===== src/hdl/bfsp_pkg.sv =====
// Shared types and constants of the Bellman-Ford shortest-path engine.
package bfsp_pkg;

	// Field widths
	localparam int VID_W   = 6;
	localparam int WGT_W   = 16;
	localparam int DIST_W  = 24;
	localparam int VCNT_W  = 7;
	localparam int INF_W   = 23;
	localparam int PADDR_W = 4;
	localparam int PDATA_W = 32;

	// Saturation limits of a distance
	localparam logic signed [DIST_W-1:0] DIST_MAX = 24'sh7FFFFF;
	localparam logic signed [DIST_W-1:0] DIST_MIN = 24'sh800000;

	// Opcodes
	localparam logic OP_LOAD = 1'b0;
	localparam logic OP_RUN  = 1'b1;

	// Register indexes (byte address / 4)
	localparam logic [1:0] REG_VERTEX_COUNT   = 2'd0;
	localparam logic [1:0] REG_SOURCE_VERTEX  = 2'd1;
	localparam logic [1:0] REG_INFINITY_VALUE = 2'd2;

	// Register reset values
	localparam logic [VCNT_W-1:0] VERTEX_COUNT_RST   = 7'd64;
	localparam logic [VID_W-1:0]  SOURCE_VERTEX_RST  = 6'd0;
	localparam logic [INF_W-1:0]  INFINITY_VALUE_RST = 23'd10000;

	typedef struct packed {
		logic                    opcode;
		logic [VID_W-1:0]        edge_from;
		logic [VID_W-1:0]        edge_to;
		logic signed [WGT_W-1:0] edge_weight;
	} item_t;

	typedef struct packed {
		logic [VID_W-1:0]         vertex_index;
		logic signed [DIST_W-1:0] path_distance;
		logic                     has_predecessor;
		logic [VID_W-1:0]         predecessor;
		logic                     negative_cycle;
		logic                     last;
	} result_t;

	// One stored edge
	typedef struct packed {
		logic [VID_W-1:0]        edge_from;
		logic [VID_W-1:0]        edge_to;
		logic signed [WGT_W-1:0] edge_weight;
	} edge_entry_t;

	// One vertex record: predecessor and distance
	typedef struct packed {
		logic                     pred_valid;
		logic [VID_W-1:0]         pred;
		logic signed [DIST_W-1:0] path_dist;
	} dist_entry_t;

	typedef enum logic [2:0] {
		ST_IDLE,
		ST_INIT,
		ST_EDGE_RD,
		ST_DIST_RD,
		ST_RELAX,
		ST_EMIT_RD,
		ST_EMIT_LOAD,
		ST_EMIT_OUT
	} state_t;

endpackage


===== src/hdl/bfsp_relax.sv =====
// Relaxation unit: saturated distance plus weight, compared against the target distance.
module bfsp_relax (
	input  logic signed [bfsp_pkg::DIST_W-1:0] dist_from,
	input  logic signed [bfsp_pkg::DIST_W-1:0] dist_to,
	input  logic signed [bfsp_pkg::WGT_W-1:0]  weight,
	output logic signed [bfsp_pkg::DIST_W-1:0] sum,
	output logic                               improve
);

	logic signed [bfsp_pkg::DIST_W:0] wide_sum;

	// Add with one guard bit, then clamp to the distance range
	always_comb begin
		wide_sum = (bfsp_pkg::DIST_W + 1)'(dist_from) + (bfsp_pkg::DIST_W + 1)'(weight);
		if (wide_sum[bfsp_pkg::DIST_W] != wide_sum[bfsp_pkg::DIST_W-1]) begin
			sum = wide_sum[bfsp_pkg::DIST_W] ? bfsp_pkg::DIST_MIN : bfsp_pkg::DIST_MAX;
		end else begin
			sum = wide_sum[bfsp_pkg::DIST_W-1:0];
		end
		improve = (sum < dist_to);
	end

endmodule


===== config.mk =====
export PLATFORM = sky130hd
export DESIGN_NAME = bfsp_relax
export DESIGN_NICKNAME = d
export VERILOG_FILES = /design/src/hdl/bfsp_pkg.sv /design/src/hdl/bfsp_relax.sv
export SDC_FILE = /design/constraint.sdc
export NUM_CORES = 1
export LEC_CHECK = 0
export ABC_AREA = 1
export ABC_CLOCK_PERIOD_IN_PS = 5950
export BUFFER_PORTS_ARGS = -buffer_cell sky130_fd_sc_hd__buf_4
export CORE_MARGIN = 5
export CORE_UTILIZATION = 40
export DETAILED_ROUTE_END_ITERATION = 8
export MAX_ROUTING_LAYER = met4
export PLACE_DENSITY = 0.69
export SLEW_MARGIN = 20
export SYNTH_ARGS = -nofsm -noshare
export SYNTH_HDL_FRONTEND = slang
export SYNTH_SLANG_ARGS = --single-unit
export TNS_END_PERCENT = 10

===== constraint.sdc =====
create_clock -name vclk -period 5.95
set_input_delay 1.19 -clock vclk [all_inputs]
set_output_delay 1.19 -clock vclk [all_outputs]
set_load 0.01 [all_outputs]

==> results.yml <==
cells_and_area:
  syn_to_final_growth_pct: 36.47
  design.seq.count: 0
  drive_gt1_frac: 0.2400
  layout_common_cells: "nand2_1, buf_4, inv_1"
  ff_latch_area_um2: 0
  fillCellCount: 563
  multi_input_area_um2: 1838
  n_clock_buffer: 0
  fin_cells: 520
  diodes: 0
  nNetsFinal: 563
  layout_commonest_cell: "nand2_1"
placed_design:
  dp_worst_setup_slack_ns: 0.4399
  placed_cells: 519
  gp_congestion: 0.8788
  place_hpwl_mm: 5.349
  port_buffers: 89
setup_path:
  critPathLaunchType: "primary input"
  end_kind: "output port"
  path_buf_inv: 3
  cp_slowest_stage_delay_ns: 0.40
  path_delay_family: "simple AND/OR/NAND/NOR gates"
  cp_cell_sequence: "buf_4 > ha_1 > fa_1 > nand2_1 > nand2_1 > nand3_1 > nand2_2 > nand2_1 > nand3_1 > nand2_1 > nand2_2 > nand2_2 > clkinvlp_2 > a21oi_1 > ha_1 > nand2_1 > nor2_1 > a21oi_1 > nor2_1 > nor2_1 > nand3_1 > nand2_1 > buf_4"
  crit_fanout: 10
  crit_arrival_ns: 4.39
  critPathRequiredTime_ns: 4.76
  path_class: "in -> out"
  cp_slowest_cell: "fa_1"
  crit_top_cell: "nand2_1"
die:
  pin_count: 89
  die_w_um: 81.97
  die-area_um2: 6719
  row_count: 26
  die_y_um: 81.97
  start_util: 0.4083
  core_region_area_um2: 5075
global_route:
  grt-ovfl-total: 0
  grt_antenna_before_repair: 0
  grt_pass1_vias: 2284
  grt_pass1_wl_mm: 9.052
  grt_start_max_net_pins: 22
  gr-usage-all-layers: 0.1665
routing:
  dr.first_iter.drc_count: 66
  post_drt_wl_per_cell_um: 11.30
  drc: 0
  ant_nets: 0
  drt-total-wl_mm: 5.876
  firstDrtPassIters: 4
  via_per_inst: 4.846
  vias: 2520
timing:
  final.min_clock_period_ns: 5.579
  fmax_mhz: 179.2
  setup_violations: 0
  tns_ns: 0
  rsz0062_at_grt: "no"
  tightest_slew_ns: 0.3528
  hold_viol_final: 0
  layout_setup_ws_ns: 0.3706
  final_max_slew_viol_count: 0
  post-route-period-util: 0.9377
  slew_headroom: 0.7637
synthesis:
  synthesis.area_um2: 2072
  syn_inst: 363
  synth_warnings: 0
  ys_seq_area_frac: 0
  synth_top_area_frac: 0.2778
  syn_avg_cell_area_um2: 5.708
  ys_top_cells_by_area: "ha_1, nand2_1, a21oi_1"
  synth_top_area_cell: "ha_1"
  syn-num-nets: 474
  synthDistinctLibCells: 28
hold_path:
  hp-start: "dist_to[23]"
  worstHoldPathType: "in -> out"
  whs_path_depth: 4
  hold_end: "improve"
cts:
  holdBufCountCts: 0
  cts.repair.resized: 0
  post_cts_buffers: 0
power:
  leakage_uw: 0.001650
  power_density_nw_per_um2: 162.9
  peakVddDrop_mv: 0.1178
outcome:
  status: "completed"
job:
  maxCapViolCount: 0
tightest hold or removal path, stage by stage:
cell,delay [ns]
buf_4,0.08
or2_4,0.12
nand2_1,0.05
buf_4,0.13
metrics by stage:
step                cell area, µm²  utilization  total power (µW)  hold WS (ns)
finish                        2828       0.5572             460.7         2.762
global route                  2828       0.5572             522.9         2.812
CTS                           2819       0.5555             462.8         2.763
detailed placement            2819       0.5555             460.9         2.763
global placement              2819       0.5555             453.4         2.764
floorplan                     2072            -             287.8         2.565
cells in the mapped netlist:
library cell	n
nand2_1	106
inv_1	56
a21oi_1	49
ha_1	46
nor2_1	26
nand3_1	12
xnor2_1	12
xor2_1	9
nand2_2	8
nand4_1	7
o21ai_0	6
clkbuf_1	3
nor3_1	3
o21bai_1	3
inv_2	2
nor2_2	2
o2111ai_1	2
a211oi_1	1
a21o_1	1
a21oi_2	1
a31o_2	1
a31oi_1	1
and2_1	1
buf_2	1
fa_1	1
or2_1	1
or2_2	1
or2_4	1
how the worst max path moves through the flow:
| stage | end | startpoint | slack (ns) | cells past startpoint |
|---|---|---|---|---|
| 6_report | improve | dist_from[0] | 0.37 | 23 |
| 5_1_grt | improve | dist_from[0] | 0.0004 | 23 |
| 4_1_cts | improve | dist_from[0] | 0.43 | 22 |
| 3_5_place_dp | improve | dist_from[0] | 0.44 | 22 |
| 3_3_place_gp | improve | dist_from[0] | 0.47 | 22 |
| 2_1_floorplan | improve | dist_from[0] | 0.80 | 21 |
power by group:
| group | switching (µW) | total, µW | internal, µW |
|---|---|---|---|
| sequential | 0 | 0 | 0 |
| combinational | 252 | 461 | 209 |
| clock | 0 | 0 | 0 |
logic make-up after synthesis:
kind of cell / synth area share
buffers and inverters: 0.1129
and+or+nand+nor: 0.3400
AOI/OAI and AO/OA: 0.1709
xor gates and xnor gates: 0.08877
adders and majority gates: 0.2874
layer usage:
layer	vias up	part of all wire	global-route usage
met5	-	0	-
met4	0	0.0088	0.01495
met3	6	0.059	0.01096
met2	69	0.52	0.3393
met1	1086	0.41	0.1788
li1	1359	-	-
final cells by class:
class,instances,share of cell area
Multi-Input combinational cell,301,0.6500
Tap cell,70,0.03097
Inverter,58,0.07832
Timing Repair inverter,1,0.001770
Timing Repair Buffer,90,0.2389
Note: power is estimated with default switching activity, not from simulation.
