<file path="src/hdl/bfsp_ram.sv">
// Generic single-port-write, single-port-read RAM with registered read data.
module bfsp_ram #(
	parameter int WIDTH  = 8,
	parameter int DEPTH  = 64,
	parameter int ADDR_W = (DEPTH > 1) ? $clog2(DEPTH) : 1
) (
	input  logic              clk,
	input  logic              we,
	input  logic [ADDR_W-1:0] waddr,
	input  logic [WIDTH-1:0]  wdata,
	input  logic [ADDR_W-1:0] raddr,
	output logic [WIDTH-1:0]  rdata
);

	logic [WIDTH-1:0] mem [DEPTH];

	// Write and registered read
	always_ff @(posedge clk) begin
		if (we) begin
			mem[waddr] <= wdata;
		end
		rdata <= mem[raddr];
	end

endmodule

</file>
<file path="config.mk">
export PLATFORM = sky130hd
export DESIGN_NAME = bfsp_ram
export DESIGN_NICKNAME = d
export VERILOG_FILES = /design/src/hdl/bfsp_ram.sv
export SDC_FILE = /design/constraint.sdc
export NUM_CORES = 1
export LEC_CHECK = 0
export ABC_AREA = 1
export BUFFER_PORTS_ARGS = -buffer_cell sky130_fd_sc_hd__buf_2
export CELL_PAD_IN_SITES_DETAIL_PLACEMENT = 1
export CELL_PAD_IN_SITES_GLOBAL_PLACEMENT = 2
export CORE_ASPECT_RATIO = 0.7
export CORE_MARGIN = 2
export CORE_UTILIZATION = 30
export DETAILED_ROUTE_END_ITERATION = 8
export GPL_TIMING_DRIVEN = 0
export PLACE_DENSITY_LB_ADDON = 0.12
export SLEW_MARGIN = 20
export SYNTH_ARGS = -nofsm -noshare
export SYNTH_HDL_FRONTEND = slang
export SYNTH_SLANG_ARGS = --single-unit
export TNS_END_PERCENT = 30
</file>
<file path="constraint.sdc">
create_clock -name clk -period 2.2 [get_ports clk]
set_clock_uncertainty 0.2 [all_clocks]
set_input_delay 0.22 -clock clk [delete_from_list [all_inputs] [get_ports clk]]
set_output_delay 0.22 -clock clk [all_outputs]
set_load 0.05 [all_outputs]
</file>
==> results of run 1 <==
==> path summary, 6_finish.rpt <==
path,end,slack [ns],depth (start not counted)
setup / recovery,mem[12][4]$_DFFE_PP_,-0.08,4
setup reg to reg,rdata[6]$_DFF_P_,0.30,8
hold / removal,mem[6][7]$_DFFE_PP_,0.04,1
hold reg to reg,rdata[0]$_DFF_P_,0.83,8
==> what timing repair did <==
| action | CTS | global route |
|---|---|---|
| buffers inserted | 2 | 6 |
| endpoints found under the setup margin | 314 | 316 |
| hold endpoints to repair | 190 | 0 |
| hold buffers | 8 | 0 |
| pin swaps | 1 | 2 |
| resized for setup | 39 | 22 |
==> power groups by stage <==
stage                     registers (mW)  clock network, mW  logic (mW)
after floorplan                     11.3                  0       0.771
after detailed placement            11.2                  0        1.73
after global placement              11.2                  0        1.67
after CTS                           11.0               9.32        1.76
after global routing                11.0               9.68        1.90
final                               11.0               9.17        1.76
==> through the flow <==
stage	cells	total power, mW	setup TNS, ns
after CTS	2905	22.1	-23.35
after global routing	2911	22.6	-9.43
after global placement	2780	12.9	-359.21
after floorplan	1805	12.0	0
after detailed placement	2797	12.9	-370.64
final	2913	21.9	-2.09
==> sequential cells by signal (all words and copies together) (netlist names) <==
register,cells
mem,512
rdata,8
==> worst max-delay path: cells and delay by family <==
kind / cells / cell delay [ns]
AND/OR/NAND/NOR: 2 / 1.50
buffers and inverters: 2 / 0.59
==> cell usage after synthesis <==
cell type  number  area (um^2)
clkbuf_1       15         56.3
dfxtp_1         8          160
edfxtp_1      512        15400
nand4_1         9         56.3
buf_4          14          105
inv_6           1         8.76
inv_1          10         37.5
buf_2          37          185
nor2_1         56          210
buf_8           2         30.0
buf_6          35          394
nand3_1       439         2200
buf_1          10         37.5
inv_2           1         3.75
nor4_1          8         50.1
nand2_1       648         2430
==> kinds of logic after synthesis <==
group / count (synthesis) / synth area share [%]
AND/OR/NAND/NOR: 1160 / 23.2
buffers and inverters: 125 / 4.02
flip-flops: 520 / 72.8
==> per-layer routing <==
metal	part of all wire [%]	GRT usage [%]
met4	1.3	4.16
met2	39	30.1
met1	54	36.6
met3	6.0	3.69
met5	0.016	0
==> cell type report <==
cell class                      count  area (um^2)
Fill cell                        7632        45200
Tap cell                          954         1190
Clock inverter                     18          139
Inverter                           12         50.0
Multi-Input combinational cell   1160         5170
Buffer                            113          816
Sequential cell                   520        15500
Timing Repair Buffer               54          478
Clock buffer                       80         1560
Antenna cell                        2         5.00
==> metrics.md, run 1 <==
| Metric | Value |
|---|---|
| Placed Area | `~0.023 mm^2` |
| First-pass GRT wire length | `113000 um` |
| IO Pins | `30` |
| Post-route setup slack | `-0.0790 ns` |
| Sequential power share | `50.1%` |
| # clock sinks | `520` |
| Gate power share | `~8%` |
| Status | `finished, violations left` |
| Die H | `227 um` |
| Number of max-cap violations | `0` |
| Crit path required time | `between 2 and 2.5 ns` |
| Num CTS Buffers | `55` |
| Vias | `14500` |
| Drt pass-1 iters | `7` |
| Core Footprint | `0.0701 mm^2` |
| Failing checks | `setup timing` |
| Number of global-route vias before repair | `14600` |
| Die span in x | `323 um` |
| Final net count | `1938` |
| HP Class | `in -> reg` |
| Clk Tree Root Cell | `clkbuf_16` |
| # H-tree levels | `2` |
| Clk_lat worst skew | `~0.63 ns` |
| Antenna-violating nets left | `0` |
| Seq/Total Area, Yosys | `72.8%` |
| Post-Place Worst Slack | `-1.12 ns` |
| Yosys cell types | `16` |
| Mapped cell area | `~0.021 mm^2` |
| Final clock period utilization by the worst path | `104%` |
| Gate Count Post-Synth | `1805` |
| Wirelength per Cell | `27.6 um` |
| Post-Route Utilization | `35.6%` |
| Initial core utilization | `30.4%` |
| Antenna violations before repair | `5` |
| Worst path max stage delay | `0.88 ns` |
| DIE AREA | `~0.073 mm^2` |
| Share of layout cells above drive strength 1 | `roughly 14%` |
| Longest Clk Path Bufs | `3` |
| CP Capture Type | `flop` |
| Setup CP Type | `in -> reg` |
| Cell area power density | `878 mW/mm^2` |
| Crit-path cells | `clkbuf_1 > inv_1 > nand4_1 > nor2_1` |
| Post-route cell area | `0.0250 mm^2` |
| Int Power | `16.5 mW` |
| Slew HR | `31.4%` |
| Area Growth Syn to Fin | `16.9%` |
| GRT Total Usage | `22.2%` |
| Most common cell after layout, fill and taps aside | `nand2_1` |
| Crit path max fanout | `9` |
| NetSw | `5.41 mW` |
| VDD IR-drop max | `a little under 600 uV` |
| Net switching fraction of the power | `24.7%` |
| Critical-path top delay cell | `nor2_1` |
| Hold Fails Final Rpt | `0` |
| Vias/cell | `4.98` |
| Post-DP HPWL | `56800 um` |
| IO buf count | `21` |
| Clock network fraction of design power | `41.8%` |
| F_max | `around 440 MHz` |
| Largest net degree at the start of global routing | `65` |
| FP Rows | `81` |
| CTS tree | `yes` |
| Worst-margin pin slew | `1.03 ns` |
| Final wirelength | `80300 um` |
| Max-slew violation count | `0` |
| Overflow after GRT | `0` |
| Initial drt markers | `around 1300` |
| Syn_area_per_cell | `11.8 um^2` |
| Routability congestion estimate | `0.822` |
| Startpoint types | `primary input` |
| Min-Delay Startpoint | `wdata[7]` |
| Static Leakage | `8.84 nW` |
| Final setup violation count | `42` |
| #FFs+latches synth | `520` |
| CP Launch Point | `waddr[0]` |
| Clock slew at reported path FFs | `0.06 ns` |
| Ys Warns | `0` |
| Hold WS | `approximately 0.045 ns` |
| Most frequent cells in the layout | `nand2_1, edfxtp_1, nand3_1` |
| Post-Syn Nets | `1827` |
| WP data arrival | `2.33 ns` |
| R2r startpoint | `mem[53][6]$_DFFE_PP_` |
| Min Clock Period, post-route | `2.28 ns` |
| # DRC | `0` |
| RSZ-0062 raised after global routing | `true` |
Note: power is estimated with default switching activity, not from simulation.
==> run 2: changes to the inputs <==
--- a/config.mk
+++ b/config.mk
@@ -15,6 +15,7 @@
 export DETAILED_ROUTE_END_ITERATION = 8
 export GPL_TIMING_DRIVEN = 0
 export PLACE_DENSITY_LB_ADDON = 0.12
+export SETUP_SLACK_MARGIN = 0.5
 export SLEW_MARGIN = 20
 export SYNTH_ARGS = -nofsm -noshare
 export SYNTH_HDL_FRONTEND = slang
==> run 2 against run 1 <==
  * The run ends with hold timing left
  * Setup slack improved by 0.31 ns
  * Power rose by 1.7%
  * Critical path depth did not move
  * Clock power rose by 3.2%
  * Final area rose by 2.2%
  * Register-to-register slack improved by 0.11 ns
  * Sequential share of layout area fell by 1.3 points
  * Final cell count rose by 0.58%
  * Via count rose by 0.60%
  * Sequential power barely moved
  * Core utilization rose by 0.78 points
  * Combinational power rose by 5%
  * Largest power group unchanged
==> metrics.md, run 2 (same netlist as run 1, synthesis figures left out) <==
| Metric | Value |
|---|---|
| Status | `finished, violations left` |
| Failing checks | `hold timing` |
| Wirelength per Cell | `27.7 um` |
| Crit path required time | `2.25 ns` |
| Top layer in use | `met4` |
| Final wirelength | `81300 um` |
| Crit path max fanout | `8` |
| Final setup violation count | `0` |
| Hold Fails Final Rpt | `42` |
| Min-Delay Startpoint | `waddr[0]` |
| DIE AREA | `0.0733 mm^2` |
| Antenna-violating nets left | `0` |
| Clock slew at reported path FFs | `0.06 ns` |
| IO Pins | `30` |
| RSZ-0062 raised after global routing | `true` |
| # H-tree levels | `2` |
| First-pass GRT wire length | `approximately 110000 um` |
| Sequential power share | `49.3%` |
| Gate power share | `8.3%` |
| Final net count | `1948` |
| Die H | `227 um` |
| Setup CP Type | `in -> reg` |
| Number of global-route vias before repair | `between 10000 and 15000` |
| Die span in x | `323 um` |
| Largest net degree at the start of global routing | `approximately 50` |
| Slew HR | `around 31%` |
| Final clock period utilization by the worst path | `89.3%` |
| Hold WS | `-0.213 ns` |
| FP Rows | `81` |
| GRT Total Usage | `22.5%` |
| HP Class | `in -> reg` |
| Core Footprint | `0.0701 mm^2` |
| Post-Route Setup TNS | `0 ns` |
| R2r startpoint | `mem[2][0]$_DFFE_PP_` |
| # clock sinks | `520` |
| Post-cts hold buffer count | `9` |
| Area Growth Syn to Fin | `19.5%` |
| Met2 WL | `32400 um` |
| Max reg flops | `512` |
| Wire length on met3 | `approximately 4300 um` |
| Most common cell after layout, fill and taps aside | `nand2_1` |
| CP Launch Point | `waddr[4]` |
| Min Clock Period, post-route | `1.96 ns` |
| Routability congestion estimate | `0.810` |
| # DRC | `0` |
| Clock network fraction of design power | `42.4%` |
| Post-DP HPWL | `around 57000 um` |
| Num CTS Buffers | `between 50 and 60` |
| WP data arrival | `~2.0 ns` |
| Vias | `14600` |
| Net switching fraction of the power | `between 20% and 30%` |
| Drt pass-1 iters | `5` |
| Cell area power density | `874 mW/mm^2` |
| VDD IR-drop max | `547 uV` |
| Layout fillers | `7520` |
| F_max | `509 MHz` |
| Initial core utilization | `30.4%` |
| NetSw | `5.52 mW` |
| Clk Tree Root Cell | `clkbuf_16` |
| Static Leakage | `9.06 nW` |
| Most frequent cells in the layout | `nand2_1, edfxtp_1, nand3_1` |
| Initial drt markers | `about 1300` |
| Number of max-cap violations | `0` |
| Antenna violations before repair | `4` |
| Longest Clk Path Bufs | `3` |
| Biggest regs | `mem: 512 flops, rdata: 8 flops` |
| Overflow after GRT | `0` |
| Wl on met1 | `43500 um` |
| CTS tree | `yes` |
| Max-slew violation count | `0` |
| Worst-margin pin slew | `slightly above 1 ns` |
| Vias/cell | `around 5` |
| Most flop-heavy register | `mem` |
| Startpoint types | `primary input` |
| CP Capture Type | `flop` |
| IO buf count | `21` |
| Share of layout cells above drive strength 1 | `15.9%` |
| Int Power | `about 17 mW` |
| Clk_lat worst skew | `approximately 0.64 ns` |
-- run 2: cell count changes in the layout (fill, tap and decap cells not counted), sizes merged, moves of 2 or more --
| cell | before | now |
|---|---|---|
| inv | 12 | 14 |
| clkbuf | 95 | 79 |
| clkinv | 15 | 30 |
| clkinvlp | 1 | 3 |
| buf | 143 | 152 |
| bufinv | 2 | 6 |
-- run 2: repair_timing --
item | CTS | global route
pin swaps | 6 | 2
setup buffers | 10 | 9
resized for setup | 74 | 14
hold endpoints to repair | 248 | 43
endpoints found under the setup margin | 443 | 361
-- run 2: stage by stage --
stage                     power (mW)  std cells  cell area, um^2  utilization, %  setup WS [ns]
after floorplan                 12.1       1805            21500               -          0.227
after global placement          12.9       2780            22800            32.6          -1.42
after detailed placement        13.0       2794            23100            33.0         -0.944
after CTS                       22.4       2917            25300            36.1        -0.0295
after global routing            22.9       2928            25500            36.3          0.234
final                           22.3       2930            25500            36.4          0.236
-- run 2: final timing paths --
kind | slack, ns | cells after the start | end
max | 0.24 | 4 | mem[40][4]$_DFFE_PP_
min reg2reg | 0.74 | 8 | rdata[1]$_DFF_P_
max reg2reg | 0.41 | 8 | rdata[0]$_DFF_P_
min | -0.21 | 2 | mem[54][3]$_DFFE_PP_
-- run 2: final cells by class --
class	count	area, um^2	area share, %
antenna	3	7.51	0.0294
buffer	113	908	3.56
clock buffer	63	1430	5.59
clock inverter	41	352	1.38
inverter	12	71.3	0.280
multi-input combinational	1160	5310	20.8
sequential	520	15500	60.9
tap	954	1190	4.68
timing repair buffer	64	694	2.72
-- run 2: metal layers --
metal / up-vias / global-route usage [%]
li1: 6614 / -
met2: 362 / 30.6
met3: 60 / 3.64
met4: 0 / 3.93
met5: - / 0
met1: 7556 / 36.9
-- run 2: worst max-delay path, cell delays in order --
cell,delay [ns]
buf_2,0.13
inv_1,0.12
nand3_1,0.71
nor2_2,0.81
-- run 2: power groups by stage --
stage	clock [mW]	sequential [mW]	combinational (mW)
detailed placement	0	11.2	1.78
CTS	9.62	11.0	1.84
floorplan	0	11.3	0.799
global placement	0	11.2	1.71
global route	9.97	11.0	1.98
finish	9.46	11.0	1.85
